## src/hw/rtl/i2cm_pkg.sv

```systemverilog
`timescale 1ns / 1ps
// Package for the I2C bit-level master: operation codes, phase counts,
// queue entry and status types. No dependencies.
package i2cm_pkg;

    localparam logic [2:0] OP_TICK  = 3'd0;
    localparam logic [2:0] OP_START = 3'd1;
    localparam logic [2:0] OP_STOP  = 3'd2;
    localparam logic [2:0] OP_WRITE = 3'd3;
    localparam logic [2:0] OP_READ  = 3'd4;

    localparam logic [4:0] COND_PHASES      = 5'd4;
    localparam logic [4:0] WRITE_PHASES     = 5'd18;
    localparam logic [4:0] READ_PHASES      = 5'd27;
    localparam logic [4:0] WRITE_BIT_PHASES = 5'd16;  // 2 phases per data bit
    localparam logic [4:0] READ_BIT_PHASES  = 5'd24;  // 3 phases per data bit

    localparam logic [15:0] PHASE_TICKS_RESET = 16'd40;

    // register index taken from paddr[2]
    localparam logic REG_PHASE_TICKS = 1'b0;

    localparam int APB_AW = 3;
    localparam int APB_DW = 32;

    typedef struct packed {
        logic [2:0] operation;
        logic [7:0] write_data;
        logic       send_nack;
        logic       sda_in;
        logic       is_cmd;      // operation is start, stop, write or read
        logic       is_nonzero;  // counts as a rejected command while busy
    } t_entry;

    typedef struct packed {
        logic full;
        logic empty;
    } t_q_status;

    typedef struct packed {
        logic scl;
        logic sda;
        logic oe;
    } t_lines;

    function automatic logic [4:0] phase_total(input logic [2:0] op);
        logic [4:0] total;
        case (op)
            OP_WRITE: total = WRITE_PHASES;
            OP_READ:  total = READ_PHASES;
            default:  total = COND_PHASES;
        endcase
        return total;
    endfunction

endpackage

```

## src/hw/rtl/i2cm_in_if.sv

```systemverilog
`timescale 1ns / 1ps
// Command/tick channel of the I2C bit-level master.
// Standalone; valid/ready handshake.
interface i2cm_in_if;
    logic       valid;
    logic       ready;
    logic [2:0] operation;
    logic [7:0] write_data;
    logic       send_nack;
    logic       sda_in;

    modport source (output valid, operation, write_data, send_nack, sda_in, input ready);
    modport sink   (input valid, operation, write_data, send_nack, sda_in, output ready);
endinterface

```

## src/hw/rtl/i2cm_out_if.sv

```systemverilog
`timescale 1ns / 1ps
// Result channel of the I2C bit-level master: line levels and status per tick.
// Standalone; valid/ready handshake.
interface i2cm_out_if;
    logic       valid;
    logic       ready;
    logic       scl_level;
    logic       sda_level;
    logic       sda_enable;
    logic       busy_res;
    logic       done_res;
    logic [7:0] read_byte;
    logic       ack_seen;
    logic       rejected;

    modport source (output valid, scl_level, sda_level, sda_enable, busy_res, done_res,
                    read_byte, ack_seen, rejected, input ready);
    modport sink   (input valid, scl_level, sda_level, sda_enable, busy_res, done_res,
                    read_byte, ack_seen, rejected, output ready);
endinterface

```

## src/hw/rtl/i2cm_front.sv

```systemverilog
`timescale 1ns / 1ps
// Front end: accepts tick transactions, classifies the operation and pushes
// the entry into the queue. Uses i2cm_pkg and i2cm_in_if.
module i2cm_front (
    i2cm_in_if.sink         i_cmd,
    input  i2cm_pkg::t_q_status i_q_status,
    output logic            o_push,
    output i2cm_pkg::t_entry o_entry
);

    assign i_cmd.ready = ~i_q_status.full;
    assign o_push      = i_cmd.valid & ~i_q_status.full;

    always_comb begin
        o_entry.operation  = i_cmd.operation;
        o_entry.write_data = i_cmd.write_data;
        o_entry.send_nack  = i_cmd.send_nack;
        o_entry.sda_in     = i_cmd.sda_in;
        o_entry.is_nonzero = (i_cmd.operation != i2cm_pkg::OP_TICK);
        o_entry.is_cmd     = (i_cmd.operation == i2cm_pkg::OP_START) ||
                             (i_cmd.operation == i2cm_pkg::OP_STOP)  ||
                             (i_cmd.operation == i2cm_pkg::OP_WRITE) ||
                             (i_cmd.operation == i2cm_pkg::OP_READ);
    end

endmodule

```

## src/hw/rtl/i2cm_queue.sv

```systemverilog
`timescale 1ns / 1ps
// Small FIFO between front end and sequencer.
// Uses i2cm_pkg for the status struct and entry type.
module i2cm_queue #(
    parameter int DEPTH = 2
) (
    input  logic                i_clk,
    input  logic                i_rst_n,
    input  logic                i_push,
    input  i2cm_pkg::t_entry    i_data,
    input  logic                i_pop,
    output i2cm_pkg::t_entry    o_data,
    output i2cm_pkg::t_q_status o_status
);

    localparam int AW = (DEPTH > 1) ? $clog2(DEPTH) : 1;
    localparam int CW = $clog2(DEPTH + 1);
    localparam logic [AW-1:0] LAST = AW'(DEPTH - 1);

    i2cm_pkg::t_entry r_mem [DEPTH];
    logic [AW-1:0] r_wr_ptr, r_rd_ptr;
    logic [CW-1:0] r_count;

    always_ff @(posedge i_clk) begin
        if (!i_rst_n) begin
            r_wr_ptr <= '0;
            r_rd_ptr <= '0;
            r_count  <= '0;
        end else begin
            if (i_push) begin
                r_wr_ptr <= (r_wr_ptr == LAST) ? '0 : r_wr_ptr + 1'b1;
            end
            if (i_pop) begin
                r_rd_ptr <= (r_rd_ptr == LAST) ? '0 : r_rd_ptr + 1'b1;
            end
            if (i_push && !i_pop) begin
                r_count <= r_count + 1'b1;
            end else if (i_pop && !i_push) begin
                r_count <= r_count - 1'b1;
            end
        end
    end

    always_ff @(posedge i_clk) begin
        if (i_push) begin
            r_mem[r_wr_ptr] <= i_data;
        end
    end

    assign o_data         = r_mem[r_rd_ptr];
    assign o_status.full  = (r_count == CW'(DEPTH));
    assign o_status.empty = (r_count == '0);

endmodule

```

## src/hw/rtl/i2cm_engine.sv

```systemverilog
`timescale 1ns / 1ps
// Back end: bus phase sequencer. Consumes one queued tick per cycle unless a
// stalled result holds it, and registers the result. Uses i2cm_pkg and i2cm_out_if.
module i2cm_engine (
    input  logic                i_clk,
    input  logic                i_rst_n,
    input  logic [15:0]         i_phase_ticks,
    input  i2cm_pkg::t_entry    i_entry,
    input  i2cm_pkg::t_q_status i_q_status,
    output logic                o_pop,
    i2cm_out_if.source          o_res
);

    // Line levels on entry to a phase; sub is the phase index mod 3 for reads.
    function automatic i2cm_pkg::t_lines enter_phase(
        input logic [2:0]       cmd,
        input logic [4:0]       ph,
        input logic [1:0]       sub,
        input logic [7:0]       shift,
        input logic             nack,
        input i2cm_pkg::t_lines cur
    );
        i2cm_pkg::t_lines l;
        l = cur;
        case (cmd)
            i2cm_pkg::OP_START: begin
                l.oe = 1'b1;
                if (ph == 5'd0)      l.scl = 1'b1;
                else if (ph == 5'd1) l.sda = 1'b1;
                else if (ph == 5'd2) l.sda = 1'b0;
                else                 l.scl = 1'b0;
            end
            i2cm_pkg::OP_STOP: begin
                l.oe = 1'b1;
                if (ph == 5'd0)      l.scl = 1'b0;
                else if (ph == 5'd1) l.sda = 1'b0;
                else if (ph == 5'd2) l.scl = 1'b1;
                else                 l.sda = 1'b1;
            end
            i2cm_pkg::OP_WRITE: begin
                if (ph < i2cm_pkg::WRITE_BIT_PHASES) begin
                    if (!ph[0]) begin
                        l.oe  = 1'b1;
                        l.sda = shift[~ph[3:1]];   // MSB first
                        l.scl = 1'b1;
                    end else begin
                        l.scl = 1'b0;
                    end
                end else if (ph == i2cm_pkg::WRITE_BIT_PHASES) begin
                    l.oe  = 1'b0;
                    l.sda = 1'b0;
                    l.scl = 1'b1;
                end else begin
                    l.scl = 1'b0;
                end
            end
            i2cm_pkg::OP_READ: begin
                if (ph < i2cm_pkg::READ_BIT_PHASES) begin
                    if (sub == 2'd0) begin
                        l.oe  = 1'b0;
                        l.scl = 1'b0;
                    end else if (sub == 2'd1) begin
                        l.scl = 1'b1;
                    end else begin
                        l.scl = 1'b0;
                    end
                end else if (ph == i2cm_pkg::READ_BIT_PHASES) begin
                    l.oe  = 1'b1;
                    l.sda = nack;
                    l.scl = 1'b0;
                end else if (ph == i2cm_pkg::READ_BIT_PHASES + 5'd1) begin
                    l.scl = 1'b1;
                end else begin
                    l.scl = 1'b0;
                end
            end
            default: l = cur;
        endcase
        return l;
    endfunction

    logic [2:0]       r_cmd, n_cmd;
    logic [4:0]       r_phase, n_phase;
    logic [1:0]       r_sub, n_sub;
    logic [15:0]      r_tick, n_tick;
    logic [7:0]       r_shift, n_shift;
    logic             r_nack, n_nack;
    logic             r_ack, n_ack;
    logic [7:0]       r_last, n_last;
    i2cm_pkg::t_lines r_lines, n_lines;

    logic             r_out_valid;
    i2cm_pkg::t_lines r_out_lines, n_out_lines;
    logic             r_out_done, n_done;
    logic             r_out_rej, n_rej;

    logic [15:0] limit;
    logic [16:0] tick_inc;
    logic [4:0]  ph_next;
    logic [1:0]  sub_next;

    assign o_pop = ~i_q_status.empty & (~r_out_valid | o_res.ready);
    assign limit = (i_phase_ticks == 16'd0) ? 16'd1 : i_phase_ticks;

    always_comb begin
        n_cmd       = r_cmd;
        n_phase     = r_phase;
        n_sub       = r_sub;
        n_tick      = r_tick;
        n_shift     = r_shift;
        n_nack      = r_nack;
        n_ack       = r_ack;
        n_last      = r_last;
        n_lines     = r_lines;
        n_done      = 1'b0;
        n_rej       = 1'b0;
        tick_inc    = '0;
        ph_next     = '0;
        sub_next    = '0;

        if (r_cmd == i2cm_pkg::OP_TICK) begin
            if (i_entry.is_cmd) begin
                n_cmd   = i_entry.operation;
                n_phase = '0;
                n_sub   = '0;
                n_tick  = '0;
                n_shift = (i_entry.operation == i2cm_pkg::OP_WRITE) ? i_entry.write_data : 8'd0;
                n_nack  = i_entry.send_nack;
                n_lines = enter_phase(n_cmd, 5'd0, 2'd0, n_shift, n_nack, r_lines);
            end
        end else if (i_entry.is_nonzero) begin
            n_rej = 1'b1;
        end

        // levels reported for this tick are those before any phase change
        n_out_lines = n_lines;

        if (n_cmd != i2cm_pkg::OP_TICK) begin
            tick_inc = {1'b0, n_tick} + 17'd1;
            if (tick_inc >= {1'b0, limit}) begin
                if (n_cmd == i2cm_pkg::OP_WRITE && n_phase == i2cm_pkg::WRITE_BIT_PHASES) begin
                    n_ack = i_entry.sda_in;
                end
                // sample on the last tick of the SCL-high phase
                if (n_cmd == i2cm_pkg::OP_READ && n_phase < i2cm_pkg::READ_BIT_PHASES &&
                    n_sub == 2'd1) begin
                    n_shift = {n_shift[6:0], i_entry.sda_in};
                end
                n_tick   = '0;
                ph_next  = n_phase + 5'd1;
                sub_next = (n_sub == 2'd2) ? 2'd0 : n_sub + 2'd1;
                if (ph_next >= i2cm_pkg::phase_total(n_cmd)) begin
                    if (n_cmd == i2cm_pkg::OP_READ) begin
                        n_last = n_shift;
                    end
                    n_done  = 1'b1;
                    n_cmd   = i2cm_pkg::OP_TICK;
                    n_phase = '0;
                end else begin
                    n_phase = ph_next;
                    n_sub   = sub_next;
                    n_lines = enter_phase(n_cmd, ph_next, sub_next, n_shift, n_nack, n_lines);
                end
            end else begin
                n_tick = tick_inc[15:0];
            end
        end
    end

    always_ff @(posedge i_clk) begin
        if (!i_rst_n) begin
            r_cmd       <= i2cm_pkg::OP_TICK;
            r_phase     <= '0;
            r_sub       <= '0;
            r_tick      <= '0;
            r_shift     <= '0;
            r_nack      <= 1'b0;
            r_ack       <= 1'b1;
            r_last      <= '0;
            r_lines     <= '{scl: 1'b1, sda: 1'b1, oe: 1'b1};
            r_out_valid <= 1'b0;
        end else begin
            if (o_pop) begin
                r_cmd   <= n_cmd;
                r_phase <= n_phase;
                r_sub   <= n_sub;
                r_tick  <= n_tick;
                r_shift <= n_shift;
                r_nack  <= n_nack;
                r_ack   <= n_ack;
                r_last  <= n_last;
                r_lines <= n_lines;
                r_out_valid <= 1'b1;
            end else if (o_res.ready) begin
                r_out_valid <= 1'b0;
            end
        end
    end

    always_ff @(posedge i_clk) begin
        if (o_pop) begin
            r_out_lines <= n_out_lines;
            r_out_done  <= n_done;
            r_out_rej   <= n_rej;
        end
    end

    // busy, read byte and ack are the state after the tick
    assign o_res.valid      = r_out_valid;
    assign o_res.scl_level  = r_out_lines.scl;
    assign o_res.sda_level  = r_out_lines.sda;
    assign o_res.sda_enable = r_out_lines.oe;
    assign o_res.busy_res   = (r_cmd != i2cm_pkg::OP_TICK);
    assign o_res.done_res   = r_out_done;
    assign o_res.read_byte  = r_last;
    assign o_res.ack_seen   = r_ack;
    assign o_res.rejected   = r_out_rej;

endmodule

```

## src/hw/rtl/i2c_bit_level_master_top.sv

```systemverilog
`timescale 1ns / 1ps
// Top level of the I2C bit-level master: APB register, front end, queue, sequencer.
// Uses i2cm_pkg, i2cm_in_if, i2cm_out_if, i2cm_front, i2cm_queue, i2cm_engine.
//
//   channel   direction  handshake          carries
//   i_cmd     in         valid/ready        operation, write_data, send_nack, sda_in
//   o_res     out        valid/ready        line levels, busy, done, read byte, ack, rejected
//   APB       in         psel/penable       phase_ticks at 0x0
//
// One tick per cycle sustained while results are taken; the sequencer updates
// its whole state in one step. A tick is queued, then the sequencer step is
// registered into the result register. Reset is synchronous, active low; it
// empties the queue, idles the sequencer and sets phase_ticks to 40. A stalled
// result holds the sequencer; the queue absorbs QUEUE_DEPTH ticks before ready drops.
module i2c_bit_level_master_top #(
    parameter int QUEUE_DEPTH = 2
) (
    input  logic        i_clk,
    input  logic        i_rst_n,
    i2cm_in_if.sink     i_cmd,
    i2cm_out_if.source  o_res,
    input  logic        psel,
    input  logic        penable,
    input  logic        pwrite,
    input  logic [i2cm_pkg::APB_AW-1:0] paddr,
    input  logic [i2cm_pkg::APB_DW-1:0] pwdata,
    output logic [i2cm_pkg::APB_DW-1:0] prdata,
    output logic        pready
);

    logic [15:0]         r_phase_ticks;
    logic                push, pop;
    i2cm_pkg::t_entry    push_entry, head_entry;
    i2cm_pkg::t_q_status q_status;

    assign pready = 1'b1;

    always_ff @(posedge i_clk) begin
        if (!i_rst_n) begin
            r_phase_ticks <= i2cm_pkg::PHASE_TICKS_RESET;
        end else if (psel && penable && pwrite && paddr[2] == i2cm_pkg::REG_PHASE_TICKS) begin
            r_phase_ticks <= pwdata[15:0];
        end
    end

    assign prdata = (paddr[2] == i2cm_pkg::REG_PHASE_TICKS) ?
                    {16'd0, r_phase_ticks} : '0;

    i2cm_front u_front (
        .i_cmd      (i_cmd),
        .i_q_status (q_status),
        .o_push     (push),
        .o_entry    (push_entry)
    );

    i2cm_queue #(
        .DEPTH (QUEUE_DEPTH)
    ) u_queue (
        .i_clk    (i_clk),
        .i_rst_n  (i_rst_n),
        .i_push   (push),
        .i_data   (push_entry),
        .i_pop    (pop),
        .o_data   (head_entry),
        .o_status (q_status)
    );

    i2cm_engine u_engine (
        .i_clk         (i_clk),
        .i_rst_n       (i_rst_n),
        .i_phase_ticks (r_phase_ticks),
        .i_entry       (head_entry),
        .i_q_status    (q_status),
        .o_pop         (pop),
        .o_res         (o_res)
    );

    // a finished command leaves the sequencer idle
    a_done_idle: assert property (@(posedge i_clk) disable iff (!i_rst_n)
        o_res.valid && o_res.done_res |-> !o_res.busy_res)
        else $error("done reported while still busy");

    // the sequencer never steps from an empty queue
    a_pop_nonempty: assert property (@(posedge i_clk) disable iff (!i_rst_n)
        pop |-> !q_status.empty)
        else $error("pop from empty queue");

    // leaving reset, no result is pending
    a_reset_clear: assert property (@(posedge i_clk)
        $rose(i_rst_n) |-> !o_res.valid && q_status.empty)
        else $error("result or queue entry survived reset");

endmodule
```

## src/flat_wrapper.sv

```systemverilog
// flat-port wrapper written by rule: the top's interface ports become plain ports
module i2c_bit_level_master_top_flat 
#(
    parameter int QUEUE_DEPTH = 2
)
  (i_clk, i_rst_n, psel, penable, pwrite, paddr, pwdata, prdata, pready, i_cmd_valid, i_cmd_operation, i_cmd_write_data, i_cmd_send_nack, i_cmd_sda_in, i_cmd_ready, o_res_valid, o_res_scl_level, o_res_sda_level, o_res_sda_enable, o_res_busy_res, o_res_done_res, o_res_read_byte, o_res_ack_seen, o_res_rejected, o_res_ready);
  i2cm_in_if i_cmd_i ();
  i2cm_out_if o_res_i ();
  input  logic i_clk;
  input  logic i_rst_n;
  input  logic psel;
  input  logic penable;
  input  logic pwrite;
  input  logic [i2cm_pkg::APB_AW-1:0] paddr;
  input  logic [i2cm_pkg::APB_DW-1:0] pwdata;
  output logic [i2cm_pkg::APB_DW-1:0] prdata;
  output logic pready;
  input wire logic [$bits(i_cmd_i.valid)-1:0] i_cmd_valid;
  input wire logic [$bits(i_cmd_i.operation)-1:0] i_cmd_operation;
  input wire logic [$bits(i_cmd_i.write_data)-1:0] i_cmd_write_data;
  input wire logic [$bits(i_cmd_i.send_nack)-1:0] i_cmd_send_nack;
  input wire logic [$bits(i_cmd_i.sda_in)-1:0] i_cmd_sda_in;
  output wire logic [$bits(i_cmd_i.ready)-1:0] i_cmd_ready;
  output wire logic [$bits(o_res_i.valid)-1:0] o_res_valid;
  output wire logic [$bits(o_res_i.scl_level)-1:0] o_res_scl_level;
  output wire logic [$bits(o_res_i.sda_level)-1:0] o_res_sda_level;
  output wire logic [$bits(o_res_i.sda_enable)-1:0] o_res_sda_enable;
  output wire logic [$bits(o_res_i.busy_res)-1:0] o_res_busy_res;
  output wire logic [$bits(o_res_i.done_res)-1:0] o_res_done_res;
  output wire logic [$bits(o_res_i.read_byte)-1:0] o_res_read_byte;
  output wire logic [$bits(o_res_i.ack_seen)-1:0] o_res_ack_seen;
  output wire logic [$bits(o_res_i.rejected)-1:0] o_res_rejected;
  input wire logic [$bits(o_res_i.ready)-1:0] o_res_ready;
  assign i_cmd_i.valid = i_cmd_valid;
  assign i_cmd_i.operation = i_cmd_operation;
  assign i_cmd_i.write_data = i_cmd_write_data;
  assign i_cmd_i.send_nack = i_cmd_send_nack;
  assign i_cmd_i.sda_in = i_cmd_sda_in;
  assign i_cmd_ready = i_cmd_i.ready;
  assign o_res_valid = o_res_i.valid;
  assign o_res_scl_level = o_res_i.scl_level;
  assign o_res_sda_level = o_res_i.sda_level;
  assign o_res_sda_enable = o_res_i.sda_enable;
  assign o_res_busy_res = o_res_i.busy_res;
  assign o_res_done_res = o_res_i.done_res;
  assign o_res_read_byte = o_res_i.read_byte;
  assign o_res_ack_seen = o_res_i.ack_seen;
  assign o_res_rejected = o_res_i.rejected;
  assign o_res_i.ready = o_res_ready;
  i2c_bit_level_master_top #(.QUEUE_DEPTH(QUEUE_DEPTH)) u_core (.i_clk(i_clk), .i_rst_n(i_rst_n), .i_cmd(i_cmd_i), .o_res(o_res_i), .psel(psel), .penable(penable), .pwrite(pwrite), .paddr(paddr), .pwdata(pwdata), .prdata(prdata), .pready(pready));
endmodule
```

## config.mk

```make
export PLATFORM = sky130hd
export DESIGN_NAME = i2c_bit_level_master_top_flat
export DESIGN_NICKNAME = d
export VERILOG_FILES = /design/src/hw/rtl/i2cm_pkg.sv /design/src/hw/rtl/i2cm_in_if.sv /design/src/hw/rtl/i2cm_out_if.sv /design/src/hw/rtl/i2cm_front.sv /design/src/hw/rtl/i2cm_queue.sv /design/src/hw/rtl/i2cm_engine.sv /design/src/hw/rtl/i2c_bit_level_master_top.sv /design/src/flat_wrapper.sv
export SDC_FILE = /design/constraint.sdc
export NUM_CORES = 1
export LEC_CHECK = 0
export BUFFER_PORTS_ARGS = -buffer_cell sky130_fd_sc_hd__buf_2
export CAP_MARGIN = 20
export CORE_ASPECT_RATIO = 1.2
export CORE_MARGIN = 2
export CORE_UTILIZATION = 45
export CTS_BUF_LIST = sky130_fd_sc_hd__clkbuf_4 sky130_fd_sc_hd__clkbuf_8
export CTS_CLUSTER_SIZE = 8
export DETAILED_ROUTE_END_ITERATION = 10
export HOLD_SLACK_MARGIN = 0.05
export PLACE_DENSITY = 0.63
export SYNTH_ARGS = -nofsm -noshare
export SYNTH_HDL_FRONTEND = slang
export SYNTH_HIERARCHICAL = 1
export SYNTH_SLANG_ARGS = --single-unit
```

## constraint.sdc

```tcl
create_clock -name i_clk -period 7.2 [get_ports i_clk]
set_clock_uncertainty 0.2 [all_clocks]
set_input_delay 2.16 -clock i_clk [delete_from_list [all_inputs] [get_ports i_clk]]
set_output_delay 2.16 -clock i_clk [all_outputs]
set_load 0.005 [all_outputs]
```

# [After elaboration in Yosys (flattened, before gate mapping)]
# Memory sizes are Yosys's and may differ from the RTL's. A register that Yosys moved wholly into a read port is not among the register bits.
# Cells that the tools add are included.
[word_totals] ramBits=30 out_inout_bits=50 ff_bits=73 n_memories=1 wordCells=178
[memory_table] memory="u_core.u_queue.r_mem" words=2 width=15 read_ports=1 rd_clocked_by_memory_dff=1 write_ports=1 line="i2cm_queue.sv:20" rtl="i2cm_pkg::t_entry r_mem [DEPTH];"
[classes] n_addsub=7 reduce_logical=29 bitwise=8 magnitude_cmp=6 mux=84 eq_ne=22
[op_table] op="two-way mux 16 bit" n=6
[op_table] op="two-way mux 8 bit" n=8
[op_table] op="two-way mux 1 bit" n=36
[op_table] op="two-way mux 5 bit" n=7
[op_table] op="two-way mux 3 bit" n=11
[op_table] op="two-way mux 2 bit" n=11
[op_table] op="equality test 5 bit (second input constant)" n=4
[op_table] op="equality test 3 x 2 -> 1 bit (second input constant)" n=6
[op_table] op="adder 16 x 1 -> 17 bit (second input constant)" n=1
[op_table] op=">= comparator 17 x 16 -> 1 bit" n=1
[op_table] op="logical NOT 16 bit" n=1
[op_table] op="< comparator 5 bit (second input constant)" n=3
[op_table] op="case mux 3 bit (4 select lines)" n=1
[op_table] op="case mux 5 bit (2 select lines)" n=1
[op_table] op="equality test 3 x 1 -> 1 bit (second input constant)" n=3
[op_table] op="equality test 3 bit (second input constant)" n=3
[op_table] op="nonzero test 3 bit" n=3
[op_table] op="logical AND 1 bit" n=8
[op_table] op="adder 5 x 1 -> 5 bit (second input constant)" n=1
[op_table] op="equality test 5 x 1 -> 1 bit (second input constant)" n=1
[op_table] op="equality test 5 x 2 -> 1 bit (second input constant)" n=1
[op_table] op=">= comparator 5 bit" n=1
[op_table] op="logical NOT 5 bit" n=1
[op_table] op="AND reduction 5 bit" n=1
[op_table] op="21 further kinds" n=36

# [Depth between registers and ports, before layout]
[depth] word_depth=16 ltp_mapped=24

# [Cells and area by module]
# The synthesis kept the hierarchy.
[by_module_without_submodules] mod="i2cm_engine" instances=1 cells_per_inst=493 area_per_inst_um2=3898.7 seq_area_each_um2=1111.1
[by_module_without_submodules] mod="i2cm_queue" instances=1 cells_per_inst=69 area_per_inst_um2=1301.2 seq_area_each_um2=1001.0
[by_module_without_submodules] mod="i2c_bit_level_master_top" instances=1 cells_per_inst=106 area_per_inst_um2=917.1 seq_area_each_um2=320.3
[by_module_without_submodules] mod="i2cm_front" instances=1 cells_per_inst=18 area_per_inst_um2=130.1 seq_area_each_um2=0.0

# [Least setup slack after synthesis]
# No wires, ideal clock.
[synth_timing] path_kind="flip-flop to flip-flop" start="reg (tool-made name)" end="reg u_core.u_engine.r_phase[1]" synth_period_minus_slack_ps=5011 slack_ps=2189 arrival_time_ps=4682 path_stages_with_launch=23 path_buffers=6 path_cell_list="dfxtp_1 > buf_2 > mux2_2 > buf_2 > or4b_4 > buf_6 > clkbuf_1 > clkbuf_1 > and2_1 > ha_1 > and4_1 > nor3b_1 > nand4_1 > xor2_1 > ha_1 > nand4_1 > nor2_1 > nand4_1 > o221ai_1 > buf_2 > nand2_1 > a21oi_1 > o22ai_1"
[synth_lines] item="end signal: assignment" line="i2cm_engine.sv:185" rtl="r_phase <= n_phase;"
[synth_lines] item="end: declaration" line="i2cm_engine.sv:83" rtl="logic [4:0] r_phase, n_phase;"

==> out/metrics.csv <==
metric;value;unit
r2r_setup_slack;1.39;ns
rsz0062_at_grt;false;
layout.cells.non_filler;897;
slew_headroom;30.6;%
maxCapViolCount;0;
r2r-end;u_core/u_engine/r_tick[11]$_SDFFE_PN0P_;
post-cts-setup-buffers;0;
hold_end;u_core/u_engine/o_res.read_byte[4]$_SDFFE_PN0P_;
grt_max_degree;97;
fp.dieH;133;µm
min_path_cells;2;
peakVddDrop;0.000151;V
power.share.clock;22.1;%
setup_viol;0;
yosysSeqAreaShare;38.9;%
intPower;0.00112;W
p_sw_share;39.1;%
slew_viol_final;0;
postCtsHoldBufs;0;
hold_viol_final;0;
tns;0;ns
ys_warn_count;6;
dpl.cell_count;880;
hp-start;u_core/u_engine/o_res.read_byte[4]$_SDFFE_PN0P_;
gr-usage-all-layers;19.5;%
antenna_found_initial;0;
die-width;112;µm
firstDrtPassIters;5;
period_share;80.7;%
routabilityCongestion;0.951;
power_per_cell_area;274;nW/µm²
status;complete, no violations;
clk_latency;0.39;ns
drc;0;
sequentialPowerShare;40.2;%
drive_gt1_share;17.8;%
crit_fanout;24;
diodes;0;
fmax;0.172;GHz
drtIter0Drc;380;
synth_area;6250;µm²
synth_edf_count;35;
cts-resized-gates;0;
power.switching;0.000720;W
drt-total-wl;14400;µm
p_leak;2.75;nW
async_reset_ff_share;0;%
rows;47;
synthFlopType;dfxtp_1;
ys_ff_latch;104;
vias;5089;
start_util;45.6;%
syn-instance-count;686;
fp.coreArea;13700;µm²
cts_tree;done;
clock_sinks;104;
numCtsBuffers;9;
ant_nets;0;
grt.overflow.total;0;
min_path_type;flop to flop;
worstSetupPathType;flop to flop;
synth_largest_area_cell;dfxtp_1;
start_kind;flop;
max-clock-path-buffers;2;
p_comb_share;37.7;%
h-tree-depth;3;
area_growth;7.71;%
grt_pass1_wl;23600;µm
required;7.33;ns
tightest_slew;1.04;ns
portBuffers;69;
io-pin-count;105;
first_global_vias;4969;
dieArea;14800;µm²
syn_avg_cell_area;9.11;µm²
vias_per_cell;5.67;
cts_root_buf;clkbuf_8;
nNetsFinal;803;
synth_cell_types;68;
clk_pin_slew;0.11;ns
crit_path_end_kind;flop;
routedWlPerCell;16.1;µm
cp.arrival;5.94;ns
synth_top_area_share;22.1;%
hpwl;10200;µm
reg2regPathDepth;19;
finalCriticalPeriod;5.81;ns
synthTopCellsByArea;dfxtp_1, edfxtp_1, mux2i_1, ha_1, nand2_1;
## layer usage
layer | track usage (%) | vias to the layer above | wire length [µm]
li1 | - | 2465 | -
met1 | 22.4 | 2439 | 5910
met2 | 34.6 | 142 | 7400
met3 | 3.21 | 43 | 601
met4 | 10.5 | 0 | 516
met5 | 0 | - | 0
## flip-flops by register name, summed over array words and instances (netlist names), named ones only
| register | cells |
|---|---|
| u_core/u_queue/r_mem | 30 |
| u_core/u_engine/o_res.read_byte | 8 |
| u_core/u_engine/r_cmd | 3 |
| u_core/u_engine/r_phase | 5 |
| u_core/u_engine/r_sub | 2 |
| u_core/u_queue/r_wr_ptr | 1 |
| u_core/u_engine/o_res.ack_seen | 1 |
| u_core/u_engine/o_res.valid | 1 |
| u_core/r_phase_ticks | 16 |
| u_core/u_engine/o_res.done_res | 1 |
| u_core/u_engine/r_shift | 8 |
| u_core/u_engine/r_lines | 3 |
| u_core/u_engine/r_nack | 1 |
| u_core/u_engine/r_tick | 16 |
| u_core/u_queue/r_count | 2 |
| u_core/u_engine/o_res.scl_level | 1 |
| u_core/u_engine/o_res.sda_enable | 1 |
| u_core/u_queue/r_rd_ptr | 1 |
| u_core/u_engine/o_res.rejected | 1 |
| u_core/u_engine/o_res.sda_level | 1 |
## cell usage after synthesis (4+ instances only)
cell type / count
mux2_2: 16
nor3_1: 8
o21ai_0: 31
nand2b_1: 5
edfxtp_1: 35
nor4_1: 6
and2_1: 10
and4b_1: 7
mux2i_1: 34
a211oi_1: 4
nor2_1: 32
clkbuf_1: 24
a21o_1: 4
inv_1: 28
xor2_1: 13
nand2_1: 75
nand4_1: 12
ha_1: 27
and2b_2: 7
a21oi_1: 32
buf_4: 31
nand3_1: 24
xnor2_1: 6
o211ai_1: 4
buf_2: 8
and3_1: 9
dfxtp_1: 69
a31oi_1: 12
or3_1: 4
nor2b_1: 37
a22oi_1: 14
## cell usage in the layout, fill, tap and decap left out, types with 13 or more instances in the layout
master    Yosys  final
a21oi_1      32     32
a22oi_1      14     14
buf_2         8     69
conb_1        2     17
dfxtp_1      69     69
edfxtp_1     35     35
ha_1         27     27
inv_1        28     28
mux2_2       16     16
mux2i_1      34     34
nand2_1      75     75
nand3_1      24     24
nor2_1       32     32
nor2b_1      37     37
o21ai_0      31     31
xor2_1       13     13
## worst max-delay path, stage by stage (launching register included)
cell and delay (ns):
dfxtp_1 0.32, buf_4 0.22, mux2_2 0.46, or4b_4 0.43, and2_1 0.25, ha_1 0.24, and4_1 0.26, nor3b_1 0.44
nand2_1 0.15, xor2_1 0.17, nor2_1 0.18, ha_1 0.28, a21oi_1 0.18, o21bai_1 0.08, a221oi_1 0.24, o221ai_1 0.19
buf_4 0.26, nor2_1 0.83, a32oi_1 0.21, nor2b_1 0.13
## per-stage QoR
step / total power, W / area [µm²] / hold WS (ns) / worst slack, ns / util [%]
5_1_grt: 0.00195 / 6730 / 0.306 / 0.845 / 49.1
4_1_cts: 0.00185 / 6720 / 0.280 / 1.34 / 49.1
3_5_place_dp: 0.00144 / 6500 / 0.259 / 1.42 / 47.4
2_1_floorplan: 0.00127 / 6300 / 0.244 / 2.19 / -
3_3_place_gp: 0.00142 / 6500 / 0.257 / 1.55 / 47.4
6_report: 0.00184 / 6730 / 0.273 / 1.39 / 49.1
## cell families after synthesis
| family | synth area share, % |
|---|---|
| and+or+nand+nor | 21.8 |
| xor gates and xnor gates | 3.10 |
| AOI/OAI and AO/OA | 13.5 |
| other | 0.120 |
| DFF | 38.9 |
| adders and majority gates | 5.41 |
| muxes | 8.69 |
| buffers and inverters | 8.47 |
## worst max path at each step
stage | from | endpoint | slack (ns) | cells after the start
2_1_floorplan | flop | u_core/u_engine/r_phase[1]$_SDFFE_PN0P_ | 2.19 | 22
3_3_place_gp | flop | u_core/u_engine/r_tick[11]$_SDFFE_PN0P_ | 1.55 | 18
3_5_place_dp | flop | u_core/u_engine/r_tick[11]$_SDFFE_PN0P_ | 1.42 | 19
4_1_cts | flop | u_core/u_engine/r_tick[11]$_SDFFE_PN0P_ | 1.34 | 19
5_1_grt | flop | u_core/u_engine/r_tick[12]$_SDFFE_PN0P_ | 0.85 | 18
6_report | flop | u_core/u_engine/r_tick[11]$_SDFFE_PN0P_ | 1.39 | 19
## area by class of cell
type	instances	area (µm²)
Tap cell	171	214
Inverter	30	113
Timing Repair Buffer	76	398
Clock buffer	10	138
Multi-Input combinational cell	500	3350
Fill cell	1301	6970
Clock inverter	6	83.8
Sequential cell	104	2430
## power by group through the flow
stage          clock network, W  logic, W  registers (W)
3_3_place_gp                  0  0.000669       0.000751
3_5_place_dp                  0  0.000687       0.000754
6_report               0.000407  0.000695       0.000742
5_1_grt                0.000435  0.000768       0.000751
2_1_floorplan                 0  0.000532       0.000737
4_1_cts                0.000418  0.000690       0.000741
No activity file was read; power rests on OpenSTA's default activity.
